--- config.mk ---
export PLATFORM = sky130hd
export DESIGN_NAME = obb_reduce
export DESIGN_NICKNAME = d
export VERILOG_FILES = /design/src/rtl/core/obb_pkg.sv /design/src/rtl/core/obb_reduce.sv
export SDC_FILE = /design/constraint.sdc
export NUM_CORES = 2
export LEC_CHECK = 0
export BUFFER_PORTS_ARGS = -buffer_cell sky130_fd_sc_hd__buf_2
export CAP_MARGIN = 20
export CORE_AREA = 3 3 463 465
export DETAILED_ROUTE_END_ITERATION = 8
export DIE_AREA = 0 0 466 468
export HOLD_SLACK_MARGIN = 0.02
export MAX_ROUTING_LAYER = met4
export PLACE_DENSITY = 0.53
export SLEW_MARGIN = 20
export SYNTH_ARGS = -nofsm -noshare
export SYNTH_HDL_FRONTEND = slang
export SYNTH_SLANG_ARGS = --single-unit
--- constraint.sdc ---
create_clock -name clk -period 6.5 [get_ports clk]
set_input_delay 0.975 -clock clk [delete_from_list [all_inputs] [get_ports clk]]
set_output_delay 0.975 -clock clk [all_outputs]
set_load 0.01 [all_outputs]
--- src/rtl/core/obb_pkg.sv ---
// Shared constants, types and axis-pair helpers for the oriented box overlap test.
`default_nettype none

package obb_pkg;

	// Default coordinate width (Q8.8 at 16 bits).
	localparam int COORD_BITS_DEF = 16;

	// Four edges: A width, A height, B width, B height. Each one is also a test axis.
	localparam int NUM_EDGES = 4;

	// Distinct edge-by-edge dot products, since dot(i, j) equals dot(j, i).
	localparam int NUM_PAIRS = NUM_EDGES * (NUM_EDGES + 1) / 2;

	// Load enables for the two register stages held by one submodule.
	typedef struct packed {
		logic first;
		logic second;
	} ld_pair_t;

	// Index of the unordered edge pair (i, j), enumerated row by row with lo <= hi.
	function automatic int pair_of(input int i, input int j);
		int lo;
		int hi;
		lo = (i < j) ? i : j;
		hi = (i < j) ? j : i;
		return lo * NUM_EDGES - (lo * (lo - 1)) / 2 + (hi - lo);
	endfunction

	// Lower edge index of pair p.
	function automatic int pair_lo(input int p);
		int r;
		r = 0;
		for (int i = 0; i < NUM_EDGES; i++) begin
			for (int j = i; j < NUM_EDGES; j++) begin
				if (pair_of(i, j) == p) begin
					r = i;
				end
			end
		end
		return r;
	endfunction

	// Upper edge index of pair p.
	function automatic int pair_hi(input int p);
		int r;
		r = 0;
		for (int i = 0; i < NUM_EDGES; i++) begin
			for (int j = i; j < NUM_EDGES; j++) begin
				if (pair_of(i, j) == p) begin
					r = j;
				end
			end
		end
		return r;
	endfunction

endpackage

`default_nettype wire

--- src/rtl/core/obb_reduce.sv ---
// Back end: dot products and their magnitudes, then per-axis extent sums and doubled offsets.
`default_nettype none

module obb_reduce #(
	parameter int COORD_BITS = obb_pkg::COORD_BITS_DEF
) (
	input  wire                            clk,
	input  obb_pkg::ld_pair_t              ld,
	input  wire signed [2*COORD_BITS-1:0]  px_s2 [obb_pkg::NUM_PAIRS],
	input  wire signed [2*COORD_BITS-1:0]  py_s2 [obb_pkg::NUM_PAIRS],
	input  wire signed [2*COORD_BITS:0]    cx_s2 [obb_pkg::NUM_EDGES],
	input  wire signed [2*COORD_BITS:0]    cy_s2 [obb_pkg::NUM_EDGES],
	output logic [2*COORD_BITS+2:0]        acc_s4 [obb_pkg::NUM_EDGES],
	output logic [2*COORD_BITS+2:0]        cd2_s4 [obb_pkg::NUM_EDGES]
);
	import obb_pkg::*;

	localparam int W  = COORD_BITS;
	localparam int DW = 2 * W + 1;
	localparam int CW = 2 * W + 2;
	localparam int AW = 2 * W + 3;

	logic signed [DW-1:0] pdot_c [NUM_PAIRS];
	logic signed [CW-1:0] cdot_c [NUM_EDGES];
	logic [DW-1:0]        pabs_s3 [NUM_PAIRS];
	logic [CW-1:0]        cabs_s3 [NUM_EDGES];
	logic [AW-1:0]        acc_c [NUM_EDGES];

	always_comb begin
		for (int p = 0; p < NUM_PAIRS; p++) begin
			pdot_c[p] = $signed({px_s2[p][DW-2], px_s2[p]}) + $signed({py_s2[p][DW-2], py_s2[p]});
		end
		for (int i = 0; i < NUM_EDGES; i++) begin
			cdot_c[i] = $signed({cx_s2[i][CW-2], cx_s2[i]}) + $signed({cy_s2[i][CW-2], cy_s2[i]});
		end
	end

	always_ff @(posedge clk) begin
		if (ld.first) begin
			for (int p = 0; p < NUM_PAIRS; p++) begin
				pabs_s3[p] <= pdot_c[p][DW-1] ? DW'(-pdot_c[p]) : DW'(pdot_c[p]);
			end
			for (int i = 0; i < NUM_EDGES; i++) begin
				cabs_s3[i] <= cdot_c[i][CW-1] ? CW'(-cdot_c[i]) : CW'(cdot_c[i]);
			end
		end
	end

	// Projected extent of both boxes onto axis i, scaled by the axis length.
	always_comb begin
		for (int i = 0; i < NUM_EDGES; i++) begin
			acc_c[i] = '0;
			for (int j = 0; j < NUM_EDGES; j++) begin
				acc_c[i] = acc_c[i] + AW'(pabs_s3[pair_of(i, j)]);
			end
		end
	end

	always_ff @(posedge clk) begin
		if (ld.second) begin
			for (int i = 0; i < NUM_EDGES; i++) begin
				acc_s4[i] <= acc_c[i];
				cd2_s4[i] <= {cabs_s3[i], 1'b0};
			end
		end
	end

endmodule

`default_nettype wire
Word level (Yosys, flattened, before mapping)
Memories as Yosys holds them, arrays and structs flattened. A register that Yosys moved wholly into a read port is not among the register bits.
Index checks and enable logic that the tools add are counted.
{"block": "word_totals", "register_bits": 140, "mem_bits_rw": 466, "inputBits": 907, "mem_count": 2}
{"block": "classes", "add_sub_neg": 40, "mux": 16}
{"name": "pabs_s3", "depth": 10, "width": 33, "rd": 10, "rd_clocked_by_memory_dff": 0, "wr": 10, "line": "obb_reduce.sv:25", "text": "logic [DW-1:0] pabs_s3 [NUM_PAIRS];"}
{"name": "cabs_s3", "depth": 4, "width": 34, "rd": 4, "rd_clocked_by_memory_dff": 4, "wr": 4, "line": "obb_reduce.sv:26", "text": "logic [CW-1:0] cabs_s3 [NUM_EDGES];"}
{"cell": "$add 32x32->33", "count": 10}
{"cell": "$mux 33", "count": 10}
{"cell": "$neg 33->33", "count": 10}
{"cell": "$add 33x33->34", "count": 8}
{"cell": "$add 34x33->35", "count": 4}
{"cell": "$add 35x33->35", "count": 4}
{"cell": "$mux 34", "count": 4}
{"cell": "$neg 34->34", "count": 4}
{"cell": "$mux 1", "count": 2}

Longest topological paths before layout
An unclocked memory read counts as a cell.
{"block": "logic_depth", "depth_word": 4, "ltp_mapped": 19, "ltp_nobuf": 19}

Worst setup path after synthesis
Ideal clock, no wire load.
{"block": "synth_timing", "path_kind": "input port to flip-flop", "start": "in px_s2[96] in the netlist's numbering", "end": "mem pabs_s3[6][29] in the netlist's numbering (data pin)", "setup_ns": 0.264, "t_arrival_ns": 4.904, "required_ns": 6.236, "setup_slack_ns": 1.331, "cell_stages": 13, "path_cell_list": "ha_1 fa_1 a211oi_1 o21ai_0 or4b_2 o22ai_1 o21ai_0 nor3_1 or3b_1 or4b_1 nand2b_1 o31a_1 xor2_1"}
{"element": "start, declared", "line": "obb_reduce.sv:9", "text": "input wire signed [2*COORD_BITS-1:0] px_s2 [obb_pkg::NUM_PAIRS],"}
{"element": "end, declared", "line": "obb_reduce.sv:25"}

==> flow_summary_export.csv <==
group,metric,value,unit
outcome,status,"finished clean",
worst_setup_path,required,6.93,ns
worst_setup_path,path_buf_inv,3,
routing,wl,283,mm
clocking,cts_made_buffers,90,
floorplan,dieArea,0.218,mm²
clocking,cts_sinks,742,
cells_and_area,final_cell_mix,"1180 x buf_2, 742 x edfxtp_1, 653 x inv_1, 648 x xnor2_1, 602 x ha_1",
global_route,grt_use_total,25.7,%
global_route,overflow,0,
sta,drv_slew,0,
pwr,leakage,0.0346,µW
yosys,syn_area,0.0679,mm²
yosys,synth_cell_types,100,
cells_and_area,finish.utilization,38.2,%
global_route,grt_pass1_vias,57900,
floorplan,initial_core_util,32.3,%
clocking,cts_resized,0,
floorplan,die_h,468,µm
clocking,clk_pin_slew,0.06,ns
routing,via_per_inst,5.26,
worst_setup_path,reg2reg_slack,0.71,ns
worst_setup_path,cpMaxStageDelayCell,"edfxtp_1",
floorplan,ioPinCount,1187,
yosys,yosysWarnings,0,
worst_setup_path,crit_chain,"inv_1, fa_1, inv_1, fa_1, ha_1, inv_1, fa_1, nor2b_1, o21a_1, o21ai_0, a21oi_1, o41a_1, o211ai_1, nor3_1, o41ai_1, o21ai_0, nor3_1, o21ai_0, xor2_1",
pwr,total_power,36200,µW
sta,fin_worst_skew,0.0428,ns
clocking,tritoncts,"built",
clocking,htreeDepth,3,
clocking,post-cts-setup-buffers,0,
cells_and_area,regArea,0.0223,mm²
sta,fin_hold_ws,0.411,ns
sta,finalHoldViolCount,0,
routing,drtIter0Drc,4282,
job,max_cap_viol_count,0,
global_route,met1_usage,29.6,%
worst_setup_path,cpPeakStageDelay,0.64,ns
routing,wl_per_cell,25.5,µm
global_route,grt_pass1_wl,398,mm
pwr,ir_worst_vdd,0.000235,V
yosys,syn_area_per_cell,9.66,µm²
cells_and_area,fin_nets,10000,
cells_and_area,final.fill_count,21100,
min_path,hold_depth,0,
min_path,hp-class,"reg -> reg",
yosys,ys_seq_area_share,32.8,%
floorplan,core,0.210,mm²
routing,drt.antenna.violating_nets,0,
sta,fin_tns_setup,0,ns
routing,via_count,58600,
pwr,power_density,450,mW/mm²
sta,finalCritPeriodShare,89.0,%
worst_setup_path,worstPathArrival,6.22,ns
min_path,min_from,"cabs_s3[3][18]",
routing,drc,0,
yosys,synth_flop_cell,"edfxtp_1",
yosys,async_flop_share,0,%
clocking,ctsHoldBuffers,0,
yosys,ys_seq_elements,742,
min_path,min_to,"cd2_s4[19]",
floorplan,num_rows,168,
global_route,use_met2,43.8,%
cells_and_area,drive_above_1_share,18.0,%
worst_setup_path,path_delay_family,"compound AO/OA/AOI/OAI gates",
cells_and_area,area.growth.synth_to_final,18.3,%
routing,drtPass1Iterations,6,
clocking,clockRootBuffer,"clkbuf_16",
placement,portBuffers,1182,
worst_setup_path,rr_endpoint,"acc_s4[103]",
worst_setup_path,cp-start-kind,"flip-flop",
sta,fmax,173,MHz
worst_setup_path,endpoint_kind,"flip-flop",
sta,max_slew_margin,29.1,%
yosys,synth_edf_count,742,
global_route,met3_usage,3.24,%
global_route,top_usage_layer,"met2",
placement,gp_congestion,0.981,
floorplan,die_x,466,µm
placement,post-dp-hpwl,247,mm
sta,period_needed,5.79,ns
clocking,clockBufferDepth,3,
global_route,antenna_found_initial,33,
cells_and_area,layout_commonest_cell,"buf_2",
worst_setup_path,reg2reg_from,"pabs_s3[5][1]",
clocking,insertion_delay,0.73,ns
global_route,grt_max_degree,133,
sta,tightestPinTransition,1.05,ns
sta,rsz0062_at_grt,"false",
worst_setup_path,crit_type,"reg -> reg",
yosys,netlist_instances,7028,
cells_and_area,multi_input_area,0.0427,mm²
sta,finalSetupViolCount,0,
worst_setup_path,critPathMaxFanout,3,
worst_setup_path,reg2reg_depth,19,
==> cell type report <==
cell class              count  share of cell area (%)
repair buffers           1233                    7.93
multi-input cells        5510                    53.2
flip-flops and latches    742                    27.7
diodes                     21                  0.0654
clock buffers              99                    2.85
clock inverters            67                   0.834
inverters                 653                    3.05
well taps                2805                    4.37
==> registers in the layout (all words and copies together) (netlist names) <==
| signal | flops |
|---|---|
| cabs_s3 | 136 |
| cd2_s4 | 136 |
| acc_s4 | 140 |
| pabs_s3 | 330 |
==> kinds of logic (layout without fill, tap and decap cells) <==
family	after synthesis	in the layout	synth area share, %
other	1	25	0.00552
DFF	742	742	32.8
buffers and inverters	779	2052	4.34
xor gates and xnor gates	925	925	11.9
adders and majority gates	880	880	19.3
AOI/OAI and AO/OA	2011	2011	19.0
muxes	9	9	0.155
and+or+nand+nor	1681	1681	12.4
==> synthesized netlist by cell type, types with 26 or more instances <==
cell type    n  area [µm²]
xnor2_1    648        5680
fa_1       278        5570
or2_2       45         282
o21bai_1    59         443
nand2_1    411        1540
o31ai_1     73         548
o211ai_1    47         353
or4_1       26         195
and3_1      78         488
a211oi_1    55         413
clkbuf_1   115         432
a21o_1     279        2090
nand2b_1    68         425
o21ai_0    438        2190
a31oi_1     98         613
xor2_1     277        2430
or3_1       57         357
nor3_1     148         741
edfxtp_1   742       22300
o31a_1      32         280
nor2_1     412        1550
nand4_1     65         407
nand3_1    117         586
inv_1      653        2450
nor2b_1     76         475
nor4_1      28         175
o21a_1      89         668
a2111oi_0   27         236
and2_1      42         263
a21oi_1    554        2770
ha_1       602        7530
==> report_power, final <==
| part | internal, µW | total (µW) | switching [µW] |
|---|---|---|---|
| sequential | 7920 | 8910 | 997 |
| clock | 2840 | 5130 | 2290 |
| combinational | 8650 | 22100 | 13500 |
==> stage by stage <==
step / setup slack (ns) / instances / instance area (µm²)
2_1_floorplan: 1.33 / 7031 / 67900
3_3_place_gp: 0.417 / 10900 / 77300
3_5_place_dp: 0.430 / 10900 / 77300
4_1_cts: 0.661 / 11100 / 80200
5_1_grt: 0.392 / 11100 / 80300
6_report: 0.713 / 11100 / 80300
==> per-layer routing <==
layer	wire length, µm	up-vias
li1	-	27900
met2	139000	1851
met4	17000	0
met1	114000	28400
met3	13300	416
met5	0	-
==> worst max path at each step <==
stage                   from              to  slack (ns)  depth (start not counted)
2_1_floorplan      px_s2[96]  pabs_s3[6][29]        1.33                         13
3_3_place_gp       px_s2[96]  pabs_s3[6][29]        0.42                         14
3_5_place_dp       px_s2[96]  pabs_s3[6][29]        0.43                         14
4_1_cts        pabs_s3[5][1]     acc_s4[101]        0.66                         18
5_1_grt        pabs_s3[5][1]     acc_s4[101]        0.39                         18
6_report       pabs_s3[5][1]     acc_s4[103]        0.71                         19
Note: power is estimated with default switching activity, not from simulation.
